**config.mk**
```make
export PLATFORM = sky130hd
export DESIGN_NAME = contiguous_ring_chunk_manager_unit
export DESIGN_NICKNAME = d
export VERILOG_FILES = /design/src/rtl/crcm_pkg.sv /design/src/rtl/contiguous_ring_chunk_manager_unit.sv
export SDC_FILE = /design/constraint.sdc
export NUM_CORES = 1
export LEC_CHECK = 0
export BUFFER_PORTS_ARGS = -buffer_cell sky130_fd_sc_hd__buf_2
export CAP_MARGIN = 20
export CORE_ASPECT_RATIO = 0.7
export CORE_MARGIN = 10
export CORE_UTILIZATION = 50
export CTS_CLUSTER_SIZE = 12
export DETAILED_ROUTE_END_ITERATION = 6
export PLACE_DENSITY_LB_ADDON = 0.08
export SLEW_MARGIN = 20
export SYNTH_ARGS = -nofsm -noshare
export SYNTH_HDL_FRONTEND = slang
export SYNTH_SLANG_ARGS = --single-unit
export TNS_END_PERCENT = 5
```
**constraint.sdc**
```tcl
create_clock -name clk_i -period 10.6 [get_ports clk_i]
set_input_delay 1.06 -clock clk_i [delete_from_list [all_inputs] [get_ports clk_i]]
set_output_delay 1.06 -clock clk_i [all_outputs]
set_load 0.1 [all_outputs]
```
**src/rtl/crcm_pkg.sv**
```systemverilog
// Package for the contiguous ring chunk manager.
// Holds the opcode and status codes and the ring size constants; no dependencies.
`timescale 1ns / 1ps
`default_nettype none

package crcm_pkg;

  localparam int unsigned RingBytes = 65536;
  localparam int unsigned SizeLimit = 65536;
  localparam int unsigned LenW      = 17;
  localparam int unsigned OffW      = 16;
  localparam int unsigned OutstW    = 18;

  typedef enum logic [1:0] {
    OpReserve = 2'd0,
    OpCommit  = 2'd1,
    OpRead    = 2'd2,
    OpFree    = 2'd3
  } op_e;

  typedef enum logic [1:0] {
    StOk     = 2'd0,
    StBadArg = 2'd1,
    StSize   = 2'd2,
    StNoMem  = 2'd3
  } status_e;

endpackage

`default_nettype wire

```
**src/rtl/contiguous_ring_chunk_manager_unit.sv**
```systemverilog
// Top level of the contiguous ring chunk manager: offset bookkeeping for a ring
// whose chunks never straddle the ring end. Depends on crcm_pkg.
`timescale 1ns / 1ps
`default_nettype none

// One word is accepted per cycle: the word lands in an input register, the
// reserve, commit, read or free decision is made in one pass of compares and
// adds against the pointer registers, and the result is held in an output
// register. The pointer update of one word is visible to the next word in the
// following cycle, so the rate is one word per cycle; the input side stalls
// only while a result waits for out_ready_i.
// A write of a nonzero ring size on the cfg port clamps it to RING_BYTES and
// resets all pointers and counts; a write of zero is ignored.
module contiguous_ring_chunk_manager_unit #(
  parameter int unsigned RING_BYTES = crcm_pkg::RingBytes
) (
  input  wire logic                          clk_i,
  input  wire logic                          rst_ni,
  input  wire logic                          cfg_we_i,
  input  wire logic [crcm_pkg::LenW-1:0]     cfg_wdata_i,
  input  wire logic                          in_valid_i,
  output logic                               in_ready_o,
  input  wire logic [1:0]                    opcode_i,
  input  wire logic [crcm_pkg::LenW-1:0]     length_i,
  input  wire logic [crcm_pkg::OffW-1:0]     offset_i,
  output logic                               out_valid_o,
  input  wire logic                          out_ready_i,
  output logic [1:0]                         status_o,
  output logic [crcm_pkg::OffW-1:0]          chunk_offset_o,
  output logic [crcm_pkg::LenW-1:0]          granted_length_o
);

  localparam int unsigned LenW   = crcm_pkg::LenW;
  localparam int unsigned OffW   = crcm_pkg::OffW;
  localparam int unsigned OutstW = crcm_pkg::OutstW;
  localparam int unsigned SizeReset =
    (RING_BYTES < crcm_pkg::SizeLimit) ? RING_BYTES : crcm_pkg::SizeLimit;

  // input register
  logic                in_valid_q;
  crcm_pkg::op_e       op_q;
  logic [LenW-1:0]     len_q;
  logic [OffW-1:0]     off_q;

  // result register
  logic                out_valid_q;
  crcm_pkg::status_e   status_q, status_d;
  logic [OffW-1:0]     chunk_q, chunk_d;
  logic [LenW-1:0]     granted_q, granted_d;

  // ring state
  logic [LenW-1:0]     size_q;
  logic [LenW-1:0]     write_pos_q, write_pos_d;
  logic [LenW-1:0]     release_pos_q, release_pos_d;
  logic [LenW-1:0]     read_cursor_q, read_cursor_d;
  logic [LenW-1:0]     eod_q, eod_d;
  logic                eod_valid_q, eod_valid_d;
  logic [LenW-1:0]     readable_q, readable_d;
  logic [OutstW-1:0]   outstanding_q, outstanding_d;

  logic                advance;
  logic                cfg_take;
  logic [LenW-1:0]     cfg_size;

  logic [LenW-1:0]     room;
  logic                busy;
  logic [LenW:0]       wr_end;
  logic [LenW:0]       commit_sum;
  logic [LenW:0]       rc_end;
  logic [LenW-1:0]     cur;
  logic [LenW:0]       cur_end;
  logic [LenW-1:0]     rem;
  logic [LenW-1:0]     grant_len;

  assign advance    = !out_valid_q || out_ready_i;
  assign in_ready_o = !in_valid_q || advance;

  assign cfg_take = cfg_we_i && (cfg_wdata_i != '0);
  assign cfg_size = (32'(cfg_wdata_i) > 32'(RING_BYTES)) ? LenW'(RING_BYTES) : cfg_wdata_i;

  assign room   = (size_q > write_pos_q) ? size_q - write_pos_q : '0;
  assign busy   = (write_pos_q == release_pos_q) && (outstanding_q != '0)
                  && !outstanding_q[OutstW-1];
  assign wr_end = {1'b0, write_pos_q} + {1'b0, len_q};
  assign commit_sum = {1'b0, readable_q} + {1'b0, len_q};
  assign rc_end = {1'b0, read_cursor_q} + {1'b0, len_q};
  assign cur    = (rc_end > {1'b0, size_q}) ? '0 : read_cursor_q;
  assign cur_end = {1'b0, cur} + {1'b0, len_q};
  assign rem    = (eod_q > cur) ? eod_q - cur : '0;

  always_comb begin
    status_d      = crcm_pkg::StOk;
    chunk_d       = '0;
    granted_d     = '0;
    grant_len     = '0;
    write_pos_d   = write_pos_q;
    release_pos_d = release_pos_q;
    read_cursor_d = read_cursor_q;
    eod_d         = eod_q;
    eod_valid_d   = eod_valid_q;
    readable_d    = readable_q;
    outstanding_d = outstanding_q;
    unique case (op_q)
      crcm_pkg::OpReserve: begin
        if (len_q > size_q) begin
          status_d = crcm_pkg::StSize;
        end else if (len_q <= room) begin
          if (((write_pos_q < release_pos_q) && (wr_end > {1'b0, release_pos_q})) || busy) begin
            status_d = crcm_pkg::StNoMem;
          end else begin
            chunk_d     = write_pos_q[OffW-1:0];
            write_pos_d = wr_end[LenW-1:0];
          end
        end else begin
          if ((release_pos_q < len_q) || (release_pos_q > write_pos_q) || busy) begin
            status_d = crcm_pkg::StNoMem;
          end else begin
            eod_d       = write_pos_q;
            eod_valid_d = 1'b1;
            write_pos_d = len_q;
          end
        end
        if (status_d == crcm_pkg::StOk) begin
          outstanding_d = outstanding_q + {1'b0, len_q};
        end
      end
      crcm_pkg::OpCommit: begin
        readable_d = commit_sum[LenW] ? '1 : commit_sum[LenW-1:0];
      end
      crcm_pkg::OpRead: begin
        if (len_q > size_q) begin
          status_d = crcm_pkg::StBadArg;
        end else if (len_q > readable_q) begin
          status_d = crcm_pkg::StNoMem;
        end else begin
          if (eod_valid_q && (cur_end > {1'b0, eod_q})) begin
            if (rem == '0) begin
              grant_len     = len_q;
              read_cursor_d = len_q;
            end else begin
              grant_len     = rem;
              chunk_d       = cur[OffW-1:0];
              read_cursor_d = '0;
            end
            eod_valid_d = 1'b0;
          end else begin
            grant_len     = len_q;
            chunk_d       = cur[OffW-1:0];
            read_cursor_d = cur_end[LenW-1:0];
          end
          granted_d  = grant_len;
          readable_d = (readable_q > grant_len) ? readable_q - grant_len : '0;
        end
      end
      crcm_pkg::OpFree: begin
        release_pos_d = LenW'({1'b0, off_q} + len_q);
        outstanding_d = outstanding_q - {1'b0, len_q};
      end
      default: begin
        status_d = crcm_pkg::StOk;
      end
    endcase
  end

  always_ff @(posedge clk_i or negedge rst_ni) begin
    if (!rst_ni) begin
      in_valid_q  <= 1'b0;
      out_valid_q <= 1'b0;
    end else begin
      if (in_ready_o) begin
        in_valid_q <= in_valid_i;
      end
      if (advance) begin
        out_valid_q <= in_valid_q;
      end
    end
  end

  always_ff @(posedge clk_i) begin
    if (in_ready_o && in_valid_i) begin
      op_q  <= crcm_pkg::op_e'(opcode_i);
      len_q <= length_i;
      off_q <= offset_i;
    end
    if (advance && in_valid_q) begin
      status_q  <= status_d;
      chunk_q   <= chunk_d;
      granted_q <= granted_d;
    end
  end

  always_ff @(posedge clk_i or negedge rst_ni) begin
    if (!rst_ni) begin
      size_q        <= LenW'(SizeReset);
      write_pos_q   <= '0;
      release_pos_q <= '0;
      read_cursor_q <= '0;
      eod_q         <= '0;
      eod_valid_q   <= 1'b0;
      readable_q    <= '0;
      outstanding_q <= '0;
    end else if (cfg_take) begin
      size_q        <= cfg_size;
      write_pos_q   <= '0;
      release_pos_q <= '0;
      read_cursor_q <= '0;
      eod_q         <= '0;
      eod_valid_q   <= 1'b0;
      readable_q    <= '0;
      outstanding_q <= '0;
    end else if (advance && in_valid_q) begin
      write_pos_q   <= write_pos_d;
      release_pos_q <= release_pos_d;
      read_cursor_q <= read_cursor_d;
      eod_q         <= eod_d;
      eod_valid_q   <= eod_valid_d;
      readable_q    <= readable_d;
      outstanding_q <= outstanding_d;
    end
  end

  assign out_valid_o      = out_valid_q;
  assign status_o         = status_q;
  assign chunk_offset_o   = chunk_q;
  assign granted_length_o = granted_q;

  a_size_nonzero: assert property (@(posedge clk_i) disable iff (!rst_ni)
    size_q != '0)
    else $error("ring size register is zero");

  a_cfg_clears: assert property (@(posedge clk_i) disable iff (!rst_ni)
    cfg_take |=> (write_pos_q == '0) && !eod_valid_q && (outstanding_q == '0))
    else $error("ring size write did not clear state");

  a_word_moves: assert property (@(posedge clk_i) disable iff (!rst_ni)
    in_valid_q && advance |=> out_valid_q)
    else $error("input word lost between stages");

  a_refusal_empty: assert property (@(posedge clk_i) disable iff (!rst_ni)
    out_valid_q && (status_q != crcm_pkg::StOk) |-> (chunk_q == '0) && (granted_q == '0))
    else $error("refused request carries a chunk");

  a_grant_on_read: assert property (@(posedge clk_i) disable iff (!rst_ni)
    advance && in_valid_q && (granted_d != '0) |-> (op_q == crcm_pkg::OpRead))
    else $error("length granted by a non-read word");

endmodule

`default_nettype wire

```
==> results.md <==
- The share of synthesized area in the top cell type comes to 0.1981.
- The final number of hold-violating endpoints was 0.
- In the final layout, the multi-input gates occupy 0.01251 sq mm.
- The kind of cell with the highest combined delay on the critical path is compound AO/OA/AOI/OAI gates.
- The internal portion of the total power is 1.501 mW.
- Counting both buffers and inverters, the worst setup path holds a total of 6.
- Setup violations remaining at the end of the flow were counted as 0.
- The area growth from synthesis to final layout is 15.29%.
- The register clock-pin slew on the reported worst setup and hold paths is 80 ps.
- The critical path in this run is classified as reg2reg.
- The critical path starts at len_q[0]$_DFFE_PP_.
- The reg2reg setup slack is 210 ps.
- The first-pass iteration count of the detailed router is 6.
- The placed wire-length estimate is 48850 um.
- The top fanout value on the critical path is 17.
- The clock net sink count is 193.
- The width of the die is 248.4 um.
- In this run, synthesis produced a sequential element count of 193.
- The path class of the tightest hold or removal check is reg2reg.
- The part of the total power dissipated in sequential elements is 0.342.
- Across the VDD grid, the largest voltage drop is 0.1244 mV.
- The maximum clock frequency is 96.28 MHz.
- For the worst setup path, the data required time is 10950 ps.
- After clock tree synthesis, the flow added hold-fix buffers numbering 0.
- The count of cell types in the netlist is 80.
- The post-synth net total is 2408.
- The number of global-route vias before repair is 15875.
- The number of I/O port buffers is 93.
- The post-detailed-route count of antenna-violating nets is 0.
- By area the synthesized netlist is led by ha_1 20%, dfrtp_1 17%, edfxtp_1 12%.
- The first global-routing pass estimated 95510 um of wire.
- The share of flip-flops with an asynchronous set or reset is 0.6373.
- In the synthesized netlist, the cells that appear most often are 289 x ha_1, 173 x inv_1, 148 x nand2_1.
- The number of buffers inserted during clock tree synthesis is 17.
- The clock arrives with 16.14 ps of skew.
- The maximum cell stage delay along the critical path is 410 ps.
- The latest clock arrival within the worst-skew pair is 470 ps.
- The mean instance size in the synthesized netlist is 8.892 sq um.
- The flow ran to the end, and the final reports show no timing, DRC or antenna violations.
- The main flop type after synthesis is dfrtp_1.
- The placer's final routability congestion estimate is 0.9773.
- Entering global routing, the biggest net connects 68 pins.
- The cell total after placement is 2708.
- In this run the static leakage power is 10.06 nW.
- After technology mapping, the gate count stands at 2053.
- The maximum level of the CTS H-tree is 4.
- The capture point of the worst reg-to-reg path is readable_q[8]$_DFFE_PN0P_.
- 94 I/O pins were placed.
- The final layout net count is 2614.
- The initial utilization of the core area, before any placement, comes to 0.5072.
- Summing all flip-flop and latch instances after layout gives 0.005181 sq mm.
- Once layout is complete, the cells apart from fillers number 2752.
- The startpoint kind of the worst setup timing path is a flop.
- The die covers 0.04467 sq mm.
- The number of vias per cell after detailed routing is 6.093.
- The share of the yosys chip area belonging to registers is 0.2838.
- The number of flops mapped to enable cells by yosys is 70.
- The kind of capture point of the worst setup path is a flop.
- The floorplan has 58 rows.
- In the global route stage, overall resource usage came out at 0.2777.
- The max-capacitance violation count is 0.
- The switching power total is 1.012 mW.
- The longest clock path from root to sink contains 2 buffers.
- The die is 179.9 um tall.
- The most frequent cell after synthesis is ha_1.
- The detailed-route DRC error count is 0.
- The slew at the pin closest to its max-slew limit is 871.2 ps.
- The relative max-transition margin is 0.4167.
- After layout, the design draws a total of 2.513 mW.
- The data arrival at the endpoint of the critical path is 10730 ps.
- The final-report max-slew violation count is 0.
- Global routing finished with a remaining overflow of 0.
- Dividing the detail-routed wire length by the instance count gives 22.80 um.
- Clock tree synthesis selected as its root buffer the cell clkbuf_16.
- The combinational share of power is 0.388.
- The cell taking the most area after synthesis is ha_1.
- Setup repair after global routing could not meet its margin everywhere.
- The post-layout minimum cycle time is 10390 ps.
- The fraction of final layout cells with drive strength greater than 1 is 0.1496.
- The core region is 0.03599 sq mm.
- TritonCTS built the clock tree.
- During synthesis, Yosys emitted a total of 0 warnings.
- The routed via count is 16769.
- The number of antenna violations at the first check in global routing came to 0.
- The highest-delay cell along the critical path is edfxtp_1.
- The launch instance of the worst register-to-register path is len_q[0]$_DFFE_PP_.
- Of the total power, the share spent switching nets is 0.4027.
- The portion of total power attributed to the clock network is 0.269.
- After filler insertion, the fill cell instance count of the layout stands at 3258.
- The post-detailed-routing wire length is 62750 um.
- Counting buffers and inverters, the worst setup path is 53 cells deep.
- The post-route fraction of the period consumed by the critical path is 0.9798.
- Power spread over the standard cell area amounts to 119.4 mW/mm^2.
- The worst register-to-register path has a depth of 53.
- The repair_antennas step left the layout with diodes totalling 0.
- In this run, the number of DRC markers left after iteration 0 of detailed routing was 1598.
- The critical path ends at readable_q[8]$_DFFE_PN0P_.
- The post-synthesis instance area is 0.01826 sq mm.
-- sequential cells by signal (all words and copies together) (netlist names), 2 cells and up --
name              count
chunk_offset_o       16
eod_q                17
granted_length_o     17
len_q                17
off_q                16
op_q                  2
outstanding_q        18
read_cursor_q        17
readable_q           17
release_pos_q        17
size_q               17
status_o              2
write_pos_q          17
-- how the worst min path moves through the flow --
stage,start,to,cells past startpoint
final,in_valid_q$_DFFE_PN0N_,out_valid_o$_DFFE_PN0P_,1
after floorplan,in_valid_q$_DFFE_PN0N_,out_valid_o$_DFFE_PN0P_,1
after global placement,in_valid_q$_DFFE_PN0N_,out_valid_o$_DFFE_PN0P_,1
after CTS,in_valid_q$_DFFE_PN0N_,out_valid_o$_DFFE_PN0P_,1
after global routing,in_valid_q$_DFFE_PN0N_,out_valid_o$_DFFE_PN0P_,1
after detailed placement,in_valid_q$_DFFE_PN0N_,out_valid_o$_DFFE_PN0P_,1
-- final cells by class --
| class | instances | share of cell area |
|---|---|---|
| flip-flops and latches | 193 | 0.2462 |
| multi-input cells | 1646 | 0.5944 |
| well taps | 480 | 0.02854 |
| clock buffers | 18 | 0.02039 |
| repair buffers | 228 | 0.07187 |
| inverters | 173 | 0.03085 |
| clock inverters | 14 | 0.007728 |
-- repair_timing --
action                     CTS  global route
resized for setup           16            41
hold endpoints to repair     0             0
gates cloned                 0             0
setup endpoints to repair   17            17
pin swaps                    7            21
setup buffers                4             8
-- logic make-up after synthesis --
kind of cell / Yosys count / share of synthesized area
AO/OA/AOI/OAI: 602 / 0.2204
AND/OR/NAND/NOR: 567 / 0.1526
adder cells (fa/ha/maj): 298 / 0.2080
buffers and inverters: 214 / 0.04599
flip-flops: 193 / 0.2838
XOR/XNOR: 130 / 0.06237
multiplexers: 49 / 0.02694
-- routing by layer --
| layer | GRT usage | vias to the layer above | share of wire |
|---|---|---|---|
| met5 | 0 | - | 0.00070 |
| met3 | 0.08871 | 71 | 0.10 |
| met2 | 0.3748 | 664 | 0.39 |
| li1 | - | 7982 | - |
| met4 | 0.06626 | 2 | 0.021 |
| met1 | 0.4144 | 8050 | 0.48 |
-- placed cells by master (no fill, tap or decap), types with 18 or more instances in the layout --
master and n:
o21a_1 18, edfxtp_1 70, nor2b_1 20, o21ai_0 139, nor3_1 33, a21o_1 73
nand4_1 41, o21bai_1 19, dfrtp_1 122, a22o_1 52, mux2i_1 39, buf_4 130
nor2_1 141, buf_2 92, nand3_1 48, and2_1 19, inv_1 173, nand2_1 148
nand2b_1 30, ha_1 285, xor2_1 44, xnor2_1 86, a21oi_1 132
-- metrics by stage --
step | util | setup TNS (ps) | cell area, sq um | hold slack, ps | setup slack, ps
after floorplan | - | 0 | 18260 | 457.2 | 239.0
after global placement | 0.5579 | -4055 | 20080 | 478.2 | -270.2
after detailed placement | 0.5582 | -9650 | 20090 | 504.6 | -600.8
after CTS | 0.5776 | 0 | 20790 | 523.5 | 22.48
after global routing | 0.5847 | -4875 | 21050 | 549.0 | -347.5
final | 0.5847 | 0 | 21050 | 521.9 | 213.8
-- power groups by stage --
| stage | Combinational, mW | Clock [mW] | Sequential, mW |
|---|---|---|---|
| detailed placement | 0.940 | 0 | 0.873 |
| CTS | 0.949 | 0.684 | 0.858 |
| global placement | 0.923 | 0 | 0.873 |
| finish | 0.976 | 0.677 | 0.860 |
| global route | 1.07 | 0.712 | 0.863 |
| floorplan | 0.586 | 0 | 0.937 |
No activity file was read; power rests on OpenSTA's default activity.
